$ cat config.mk
export PLATFORM = sky130hd
export DESIGN_NAME = half_single_float_converter
export DESIGN_NICKNAME = d
export VERILOG_FILES = /design/src/rtl/hfc_pkg.sv /design/src/rtl/half_single_float_converter.sv /design/src/rtl/hfc_narrow.sv /design/src/rtl/hfc_widen.sv
export SDC_FILE = /design/constraint.sdc
export NUM_CORES = 1
export LEC_CHECK = 0
export BUFFER_PORTS_ARGS = -buffer_cell sky130_fd_sc_hd__buf_2
export CAP_MARGIN = 30
export CORE_MARGIN = 1
export CORE_UTILIZATION = 40
export DETAILED_ROUTE_END_ITERATION = 16
export GPL_ROUTABILITY_DRIVEN = 1
export GPL_TIMING_DRIVEN = 0
export PLACE_DENSITY_LB_ADDON = 0.3
export SYNTH_ARGS = -nofsm -noshare
export SYNTH_HDL_FRONTEND = slang
export SYNTH_SLANG_ARGS = --single-unit
$ cat constraint.sdc
create_clock -name clk -period 5.4 [get_ports clk]
set_input_delay 0.54 -clock clk [delete_from_list [all_inputs] [get_ports clk]]
set_output_delay 0.54 -clock clk [all_outputs]
set_load 0.01 [all_outputs]
$ cat src/rtl/hfc_pkg.sv
`default_nettype none
package hfc_pkg;

	typedef enum logic [1:0] {
		ACT_H2S   = 2'd0,
		ACT_S2H   = 2'd1,
		ACT_CHECK = 2'd2
	} action_t;

	localparam logic [15:0] HALF_INF     = 16'h7C00;
	localparam logic [15:0] HALF_QNAN    = 16'h7E00;
	localparam logic [31:0] SGL_INF      = 32'h7F800000;
	localparam logic [31:0] SGL_QNAN     = 32'h7FC00000;
	localparam logic [7:0]  SGL_EXP_MAX  = 8'hFF;
	localparam logic [4:0]  HALF_EXP_MAX = 5'h1F;
	localparam logic [7:0]  EXP_REBIAS   = 8'd112;
	localparam logic [7:0]  SUB_SHIFT_BASE = 8'd126;
	localparam logic [7:0]  OVF_EXP      = 8'd143;
	localparam logic [7:0]  MIN_SUB_EXP  = 8'd102;
	localparam logic [7:0]  SUB_NORM_EXP = 8'd103;

endpackage
`default_nettype wire

$ cat src/rtl/half_single_float_converter.sv
`default_nettype none
// Half/single precision bit-pattern converter.
// An item is taken at a rising edge with start high and busy low. busy is
// always low: the four-stage pipeline takes one item in every cycle.
// action selects the work: half to single (half_in), single to half
// (single_in, result in the low 16 bits of result_bits) or the exactness
// check of single_in, reported on is_exact. Unused fields read as zero.
// done is the valid bit of the fourth stage and stays high for exactly one
// cycle, with result_bits and is_exact valid in that cycle.
// Throughput is one item per cycle, fixed by the pipeline: register inputs,
// narrow with rounding, widen, then compare and select. The receiver cannot
// stall, so results are never held back.
// Items leave in the order they entered.
// arst_n clears all stages at once; items in flight are dropped and done
// stays low until new items have passed through.
module half_single_float_converter (
	input  wire logic        clk,
	input  wire logic        arst_n,
	input  wire logic        start,
	output logic             busy,
	input  wire logic [1:0]  action,
	input  wire logic [15:0] half_in,
	input  wire logic [31:0] single_in,
	output logic             done,
	output logic      [31:0] result_bits,
	output logic             is_exact
);
	import hfc_pkg::*;

	logic        valid_s1, valid_s2, valid_s3, valid_s4;
	logic [1:0]  action_s1, action_s2, action_s3;
	logic [15:0] half_s1, half_s2;
	logic [31:0] single_s1, single_s2, single_s3;
	logic [15:0] narrow_s2;
	logic [31:0] wide_s3;
	logic [31:0] result_s4;
	logic        exact_s4;

	logic [15:0] narrow_d;
	logic [15:0] widen_in;
	logic [31:0] wide_d;
	logic [31:0] result_d;
	logic        exact_d;

	hfc_narrow u_narrow (
		.single_val (single_s1),
		.half_val   (narrow_d)
	);

	// The check path widens the narrowed value; the plain path widens half_in.
	assign widen_in = (action_s2 == ACT_H2S) ? half_s2 : narrow_s2;

	hfc_widen u_widen (
		.half_val   (widen_in),
		.single_val (wide_d)
	);

	// For single to half, the narrowed half of an item in stage three sits in its single field.
	always_comb begin
		result_d = 32'd0;
		exact_d  = 1'b0;
		if (valid_s3) begin
			case (action_s3)
				ACT_H2S: result_d = wide_s3;
				ACT_S2H: result_d = {16'd0, single_s3[15:0]};
				ACT_CHECK: exact_d = (single_s3[30:23] != SGL_EXP_MAX) &&
					(wide_s3 == single_s3);
				default: result_d = 32'd0;
			endcase
		end
	end

	always_ff @(posedge clk or negedge arst_n) begin
		if (!arst_n) begin
			valid_s1  <= 1'b0;
			valid_s2  <= 1'b0;
			valid_s3  <= 1'b0;
			valid_s4  <= 1'b0;
			action_s1 <= 2'd0;
			action_s2 <= 2'd0;
			action_s3 <= 2'd0;
			half_s1   <= 16'd0;
			half_s2   <= 16'd0;
			single_s1 <= 32'd0;
			single_s2 <= 32'd0;
			single_s3 <= 32'd0;
			narrow_s2 <= 16'd0;
			wide_s3   <= 32'd0;
			result_s4 <= 32'd0;
			exact_s4  <= 1'b0;
		end else begin
			valid_s1  <= start;
			action_s1 <= action;
			half_s1   <= half_in;
			single_s1 <= single_in;

			valid_s2  <= valid_s1;
			action_s2 <= action_s1;
			half_s2   <= half_s1;
			single_s2 <= single_s1;
			narrow_s2 <= narrow_d;

			valid_s3  <= valid_s2;
			action_s3 <= action_s2;
			wide_s3   <= wide_d;
			// For single to half, carry the rounded half in place of the
			// input, which that action no longer needs.
			single_s3 <= (action_s2 == ACT_S2H) ? {16'd0, narrow_s2} : single_s2;

			valid_s4  <= valid_s3;
			result_s4 <= result_d;
			exact_s4  <= exact_d;
		end
	end

	assign busy        = 1'b0;
	assign done        = valid_s4;
	assign result_bits = result_s4;
	assign is_exact    = exact_s4;

	a_exact_zero_bits: assert property (@(posedge clk) disable iff (!arst_n)
		is_exact |-> (result_bits == 32'd0))
		else $error("is_exact set with nonzero result bits");

	a_exact_only_done: assert property (@(posedge clk) disable iff (!arst_n)
		!done |-> (!is_exact && result_bits == 32'd0))
		else $error("result fields active without done");

	a_exact_from_check: assert property (@(posedge clk) disable iff (!arst_n)
		(valid_s3 && action_s3 != ACT_CHECK) |=> !is_exact)
		else $error("is_exact set for an action other than the check");

	a_narrow_upper_zero: assert property (@(posedge clk) disable iff (!arst_n)
		(valid_s3 && action_s3 == ACT_S2H) |=> (done && result_bits[31:16] == 16'd0))
		else $error("single to half result has upper bits set");

endmodule
`default_nettype wire

$ cat src/rtl/hfc_narrow.sv
`default_nettype none
module hfc_narrow (
	input  wire logic [31:0] single_val,
	output logic      [15:0] half_val
);
	import hfc_pkg::*;

	logic        sgn;
	logic [7:0]  ex;
	logic [22:0] man;
	logic [23:0] full;
	logic [4:0]  shift;
	logic [4:0]  rnd_idx;
	logic [9:0]  sub_keep;
	logic        sub_rnd;
	logic        sub_sticky;
	logic [23:0] sub_mask;
	logic [10:0] sub_res;
	logic        nrm_inc;
	logic [14:0] nrm_res;
	logic [14:0] mag;

	always_comb begin
		sgn        = single_val[31];
		ex         = single_val[30:23];
		man        = single_val[22:0];
		full       = {1'b1, man};
		// Subnormal half: keep bits start at 2^-24, so the shift runs from 14 to 24.
		shift      = 5'(SUB_SHIFT_BASE - ex);
		rnd_idx    = shift - 5'd1;
		sub_keep   = 10'(full >> shift);
		sub_rnd    = full[rnd_idx];
		sub_mask   = (24'd1 << rnd_idx) - 24'd1;
		sub_sticky = |(full & sub_mask);
		// A carry out of the largest subnormal lands on the smallest normal.
		sub_res    = {1'b0, sub_keep} + 11'(sub_rnd & (sub_sticky | sub_keep[0]));
		nrm_inc    = man[12] & ((|man[11:0]) | man[13]);
		// A mantissa carry bumps the exponent; exponent 31 is then infinity.
		nrm_res    = {5'(ex - EXP_REBIAS), man[22:13]} + 15'(nrm_inc);

		if (ex == SGL_EXP_MAX) begin
			if (man == 23'd0) begin
				mag = HALF_INF[14:0];
			end else begin
				mag = HALF_QNAN[14:0] | {6'd0, man[21:13]};
			end
		end else if (ex == 8'd0) begin
			mag = 15'd0;
		end else if (ex >= OVF_EXP) begin
			mag = HALF_INF[14:0];
		end else if (ex <= EXP_REBIAS) begin
			if (ex < MIN_SUB_EXP) begin
				mag = 15'd0;
			end else begin
				mag = {4'd0, sub_res};
			end
		end else begin
			mag = nrm_res;
		end
		half_val = {sgn, mag};
	end

endmodule
`default_nettype wire

$ cat src/rtl/hfc_widen.sv
`default_nettype none
module hfc_widen (
	input  wire logic [15:0] half_val,
	output logic      [31:0] single_val
);
	import hfc_pkg::*;

	logic        sgn;
	logic [4:0]  ex;
	logic [9:0]  man;
	logic [3:0]  pos;
	logic [3:0]  nshift;
	logic [10:0] norm;
	logic [7:0]  sub_exp;

	always_comb begin
		sgn = half_val[15];
		ex  = half_val[14:10];
		man = half_val[9:0];
		pos = 4'd0;
		for (int i = 0; i < 10; i++) begin
			if (man[i]) begin
				pos = 4'(i);
			end
		end
		// Shift the leading one up to the hidden bit position.
		nshift  = 4'd10 - pos;
		norm    = 11'({1'b0, man} << nshift);
		sub_exp = SUB_NORM_EXP + {4'd0, pos};

		if (ex == 5'd0) begin
			if (man == 10'd0) begin
				single_val = {sgn, 31'd0};
			end else begin
				single_val = {sgn, sub_exp, norm[9:0], 13'd0};
			end
		end else if (ex == HALF_EXP_MAX) begin
			if (man == 10'd0) begin
				single_val = {sgn, SGL_INF[30:0]};
			end else begin
				single_val = {sgn, SGL_QNAN[30:0] | {8'd0, man, 13'd0}};
			end
		end else begin
			single_val = {sgn, {3'd0, ex} + EXP_REBIAS, man, 13'd0};
		end
	end

endmodule
`default_nettype wire
==> results_dict.tcl, run 1 <==
set metrics [dict create \
    outcome "completed" \
    cpMaxStageDelayCell "dfrtp_1" \
    final_common_cell "dfrtp_1" \
    crit_path_end_kind "flip-flop" \
    cpLargestDelayFamily "compound AO/OA/AOI/OAI gates" \
    power_density_nw_per_um2 330 \
    tightestPinTransition_ps 912 \
    clock-root-buffer "clkbuf_16" \
    crit_fanout 10 \
    htree_levels 1 \
    synth_edf_count 0 \
    wirelength_um 28100 \
    drt_iter0_markers 686 \
    core_um2 25300 \
    cts_made_buffers 22 \
    wl_per_cell_um 20.1 \
    fin_skew_ps 13.5 \
    ant_nets 0 \
    die-area_um2 26500 \
    die_x_um 163 \
    first_pass_iters 7 \
    fill_cells 2303 \
    ys_seq_elements 203 \
    synthArstFlopShare 1.00 \
    synthCells 934 \
    ys_warn_count 0 \
    cts_tree "yes" \
    ys_types 92 \
    max-cap-violations 0 \
    crit_top_cell "buf_6" \
    fin_setup_tns_ps 0 \
    finalSetupViolCount 0 \
    drc_errors 0 \
    num_vias 7873 \
    start_kind "flip-flop" \
    ctsLongestPathBuffers 3 \
    synth_flop_cell "dfrtp_1" \
    grt_usage 0.213 \
    gp_congestion 0.928 \
    p_leak_uw 0.00520 \
    synth_top_area_frac 0.491 \
    crit_type "flip-flop to flip-flop" \
    rsz0062_at_grt "no" \
    fin_crit_ps 5110 \
    stdcell_count 1396 \
    grt_start_max_net_pins 125 \
    layout_common_cells "dfrtp_1, buf_2, nand2_1" \
    seq_area_frac_synth 0.491 \
    placed_cells 1353 \
    crit_buf_inv 6 \
    finalHoldViolCount 0 \
    relSlewSlack 0.374 \
    crit_arrival_ps 5410 \
    synthTopCellsByArea "dfrtp_1, mux2_2, mux2i_1" \
    drive_above_1_share 0.234 \
    holdBufCountCts 0 \
    slowest_delay_ps 460 \
    antenna_found_initial 0 \
    gr-total-overflow 0 \
    clk_latency_ps 500 \
    grt_pass1_wl_um 43300 \
    finalMaxSlewViolations 0 \
    syn_nets 1000 \
    num_antenna_cells 0 \
    die_h_um 163 \
    syn2layout_area_growth_pct 16.2 \
    row_count 58 \
    path_cells "buf_6 > buf_6 > buf_6 > inv_1 > ha_1 > buf_2 > nor2b_1 > nand2_1 > o21ai_0 > o22ai_4 > buf_4 > nand3_1 > ha_1 > o311ai_4 > o311ai_1 > a221oi_1 > a311o_1 > nor4_1 > a32oi_1" \
    first_global_vias 7579 \
    io_pins 88 \
    port_buffers 86 \
    max_freq_mhz 196 \
    crit_required_ps 5710 \
    post-route-period-util 0.945 \
    path_clk_slew_ps 60 \
    start_util 0.409 \
    viasPerCell 5.64 \
    hpwl_um 21300 \
    hp-class "primary input to asynchronous set/reset pin" \
    final_nets 1116 \
    synth.cell_area_um2 10300 \
    cts_sinks 203 \
    avgSynthCellArea_um2 11.1 \
    irDropWorstVdd_mv 0.326 \
    synth_top_area_cell "dfrtp_1" \
]
cells by family (layout without fill, tap and decap cells):
family                   count (synthesis)  after routing  synth area share
AO/OA/AOI/OAI                          204            204             0.144
XOR/XNOR                                44             44            0.0413
adder cells (fa/ha/maj)                 13             13            0.0157
buffers and inverters                   85            217            0.0407
flip-flops                             203            203             0.491
multiplexers                            95             95             0.116
other                                    1              1          0.000363
AND/OR/NAND/NOR                        289            289             0.151
per-stage QoR:
| step | setup WS [ps] | cell area [um^2] | util | power [uW] | hold WS, ps |
|---|---|---|---|---|---|
| 6_report | 295 | 12000 | 0.476 | 3960 | 7.32 |
| 2_1_floorplan | 1560 | 10300 | - | 2220 | 244 |
| 3_5_place_dp | 377 | 11200 | 0.445 | 2470 | 335 |
| 3_3_place_gp | 386 | 11200 | 0.443 | 2470 | 334 |
| 5_1_grt | 75.4 | 12000 | 0.476 | 4140 | 57.9 |
| 4_1_cts | 336 | 12000 | 0.474 | 3980 | 29.6 |
final cells by class:
| type | instances | area, um^2 | share of cell area |
|---|---|---|---|
| sequential | 203 | 5080 | 0.423 |
| multi-input combinational | 646 | 4850 | 0.404 |
| clock buffer | 26 | 607 | 0.0505 |
| timing repair buffer | 92 | 500 | 0.0417 |
| tap | 330 | 413 | 0.0344 |
| buffer | 62 | 334 | 0.0278 |
| clock inverter | 14 | 143 | 0.0119 |
| inverter | 23 | 86.3 | 0.00719 |
cell usage after synthesis (4+ instances only):
cell type  instances
a211oi_1          10
a21oi_1           36
a221oi_1           4
a22oi_1            4
a31oi_1            9
and2_1            47
and3_1            11
buf_2             18
buf_4              7
buf_6              7
clkbuf_1          27
dfrtp_1          203
ha_1              13
inv_1             22
mux2_2            38
mux2i_1           40
mux4_2            16
nand2_1           51
nand2b_1          10
nand3_1           29
nand3b_1           4
nand4_1           16
nor2_1            47
nor2b_1            5
nor3_1            21
nor3b_1            7
nor4_1            16
nor4b_1            5
o211ai_1          14
o21a_1             5
o21ai_0           46
o21ai_1            4
o31ai_1            7
or3_1              6
xnor2_1           27
xor2_1            13
worst register-to-register path, stage by stage (launching register included):
cell	delay [ps]
dfrtp_1	460
buf_6	200
buf_6	180
buf_6	180
inv_1	110
ha_1	280
buf_2	230
nor2b_1	220
nand2_1	160
o21ai_0	280
o22ai_4	210
buf_4	230
nand3_1	100
ha_1	330
o311ai_4	250
o311ai_1	330
a221oi_1	150
a311o_1	350
nor4_1	390
a32oi_1	270
path summary, 6_finish.rpt:
kind,from,to,slack [ps],cells after the start
min reg2reg,half_s1[12],half_s2[12],340,0
min in group clk,single_in[31],single_s1[31],140,1
min,arst_n,is_exact,7,1
max in group asynchronous,arst_n,action_s3[1],4380,2
max,single_s1[23],narrow_s2[0],290,19
max reg2reg,single_s1[23],narrow_s2[0],290,19
report_power, final:
part | switching [uW] | leakage (uW) | total, uW | internal, uW
clock network | 588 | 0.000365 | 1500 | 909
registers | 72.7 | 0.00247 | 1690 | 1610
logic | 468 | 0.00237 | 777 | 309
registers in the layout, indices dropped and copies added (netlist names):
name         cells
single_s1       32
result_bits     31
half_s2         16
wide_s3         18
valid_s2         1
narrow_s2       16
valid_s3         1
half_s1         16
is_exact         1
single_s2       31
valid_s1         1
done             1
action_s2        2
single_s3       32
action_s1        2
action_s3        2
routing by layer:
layer | wire [um] | GRT usage | vias to the layer above
met2 | 13900 | 0.364 | 276
met1 | 11600 | 0.272 | 3886
met4 | 1050 | 0.0871 | 0
met3 | 1480 | 0.0260 | 61
li1 | - | - | 3650
met5 | 0 | 0 | -
timing repair:
item	CTS	global route
setup buffers	0	3
endpoints found under the setup margin	0	1
resized for setup	0	1
No activity file was read; power rests on OpenSTA's default activity.
==> run 2: changes to the inputs <==
- HOLD_SLACK_MARGIN: unset -> 0.05
==> results_dict.tcl, run 2 (same netlist as run 1, synthesis figures left out) <==
set metrics [dict create \
    path_clk_slew_ps 60 \
    num_vias 7863 \
    relSlewSlack 0.368 \
    crit_type "flip-flop to flip-flop" \
    grt_start_max_net_pins 125 \
    max-cap-violations 0 \
    row_count 58 \
    syn2layout_area_growth_pct 16.3 \
    final_nets 1117 \
    fill_cells 2302 \
    clk_latency_ps 500 \
    cts_sinks 203 \
    gr-total-overflow 0 \
    first_pass_iters 4 \
    post-route-worst-setup-slack_ps 315 \
    drive_above_1_share 0.233 \
    fin_total_pwr_uw 3960 \
    start_kind "flip-flop" \
    hp-class "primary input to flip-flop" \
    slowest_delay_ps 460 \
    die_x_um 163 \
    crit_path_end_kind "flip-flop" \
    finalSetupViolCount 0 \
    cpMaxStageDelayCell "dfrtp_1" \
    viasPerCell 5.63 \
    irDropWorstVdd_mv 0.324 \
    port_buffers 86 \
    outcome "completed" \
    num_antenna_cells 0 \
    htree_levels 1 \
    p_leak_uw 0.00521 \
    top_regs "single_s1: 32 flops, single_s3: 32 flops" \
    rsz0062_at_grt "no" \
    die_h_um 163 \
    wl_per_cell_um 20.0 \
    fin_setup_tns_ps 0 \
    io_pins 88 \
    cts_tree "yes" \
    drc_errors 0 \
    fin_crit_ps 5090 \
    finalMaxSlewViolations 0 \
    core_um2 25300 \
    max_freq_mhz 197 \
    post-route-period-util 0.942 \
    fin_skew_ps 12.7 \
    grt_pass1_wl_um 43300 \
    gp_congestion 0.928 \
    cts_made_buffers 22 \
    path_cells "buf_6 > buf_6 > buf_6 > inv_1 > ha_1 > buf_2 > nor2b_1 > nand2_1 > o21ai_0 > o22ai_4 > buf_4 > nand3_1 > ha_1 > o311ai_4 > o311ai_1 > a221oi_1 > a311o_1 > nor4_1 > a32oi_1" \
    final_common_cell "dfrtp_1" \
    finalHoldViolCount 0 \
    ctsLongestPathBuffers 3 \
    layout_common_cells "dfrtp_1, buf_2, nand2_1" \
    die-area_um2 26500 \
    crit_required_ps 5700 \
    first_global_vias 7576 \
    clock-root-buffer "clkbuf_16" \
    hpwl_um 21300 \
    drt_iter0_markers 641 \
    crit_arrival_ps 5390 \
    grt_usage 0.213 \
    crit_fanout 10 \
    antenna_found_initial 0 \
    ant_nets 0 \
    power_density_nw_per_um2 329 \
    start_util 0.409 \
    crit_top_cell "buf_6" \
    dpl_worst_slack_ps 377 \
    tightestPinTransition_ps 921 \
    wirelength_um 28000 \
]
run 2: cell count changes in the layout (fill, tap and decap cells not counted), sizes merged:
cell / change
dlygate4sd3: +1
run 2: power breakdown:
part / total (uW) / switching (uW) / leakage (uW) / internal (uW)
Combinational: 776 / 467 / 0.00237 / 310
Clock: 1490 / 586 / 0.000365 / 909
Sequential: 1690 / 73.1 / 0.00247 / 1610
Total: 3960 / 1130 / 0.00521 / 2830
run 2: repair_timing:
action | in CTS | in global routing
setup endpoints to repair | 0 | 1
hold endpoints to repair | 65 | 0
setup buffers | 0 | 3
resized for setup | 0 | 1
hold buffers | 1 | 0
run 2: stage by stage:
step | instances | hold slack, ps | util | instance area (um^2)
floorplan | 934 | 244 | - | 10300
detailed placement | 1353 | 335 | 0.445 | 11200
CTS | 1394 | 132 | 0.475 | 12000
global placement | 1350 | 334 | 0.443 | 11200
finish | 1397 | 143 | 0.476 | 12000
global route | 1397 | 127 | 0.476 | 12000
run 2: worst max-delay path: cells and delay by family (launching register included):
family	cells	cell delay, ps
and+or+nand+nor	4	900
AOI/OAI and AO/OA	7	1770
DFF	1	460
adders and majority gates	2	620
buffers and inverters	6	1100
run 2: final cells by class:
type                       instances  area (um^2)  share of cell area
buffer                            62          334              0.0278
clock buffer                      26          607              0.0505
clock inverter                    14          143              0.0119
inverter                          23         86.3             0.00718
multi-input combinational        646         4850               0.403
sequential                       203         5080               0.423
tap                              330          413              0.0343
timing repair buffer              93          510              0.0425
run 2: path summary, 6_finish.rpt:
| kind | cells past startpoint | startpoint | endpoint | slack (ps) |
|---|---|---|---|---|
| setup / recovery | 19 | single_s1[23] | narrow_s2[0] | 310 |
| hold reg to reg | 0 | half_s1[5] | half_s2[5] | 340 |
| min in group asynchronous | 2 | arst_n | is_exact | 600 |
| hold / removal | 1 | single_in[31] | single_s1[31] | 140 |
| max in group asynchronous | 3 | arst_n | single_s1[0] | 3810 |
| setup reg to reg | 19 | single_s1[23] | narrow_s2[0] | 310 |
run 2: metal layers:
metal	vias to the layer above	wire length [um]	track usage
li1	3650	-	-
met1	3885	11600	0.272
met2	266	13800	0.364
met3	62	1500	0.0260
met4	0	1070	0.0871
met5	-	0	0
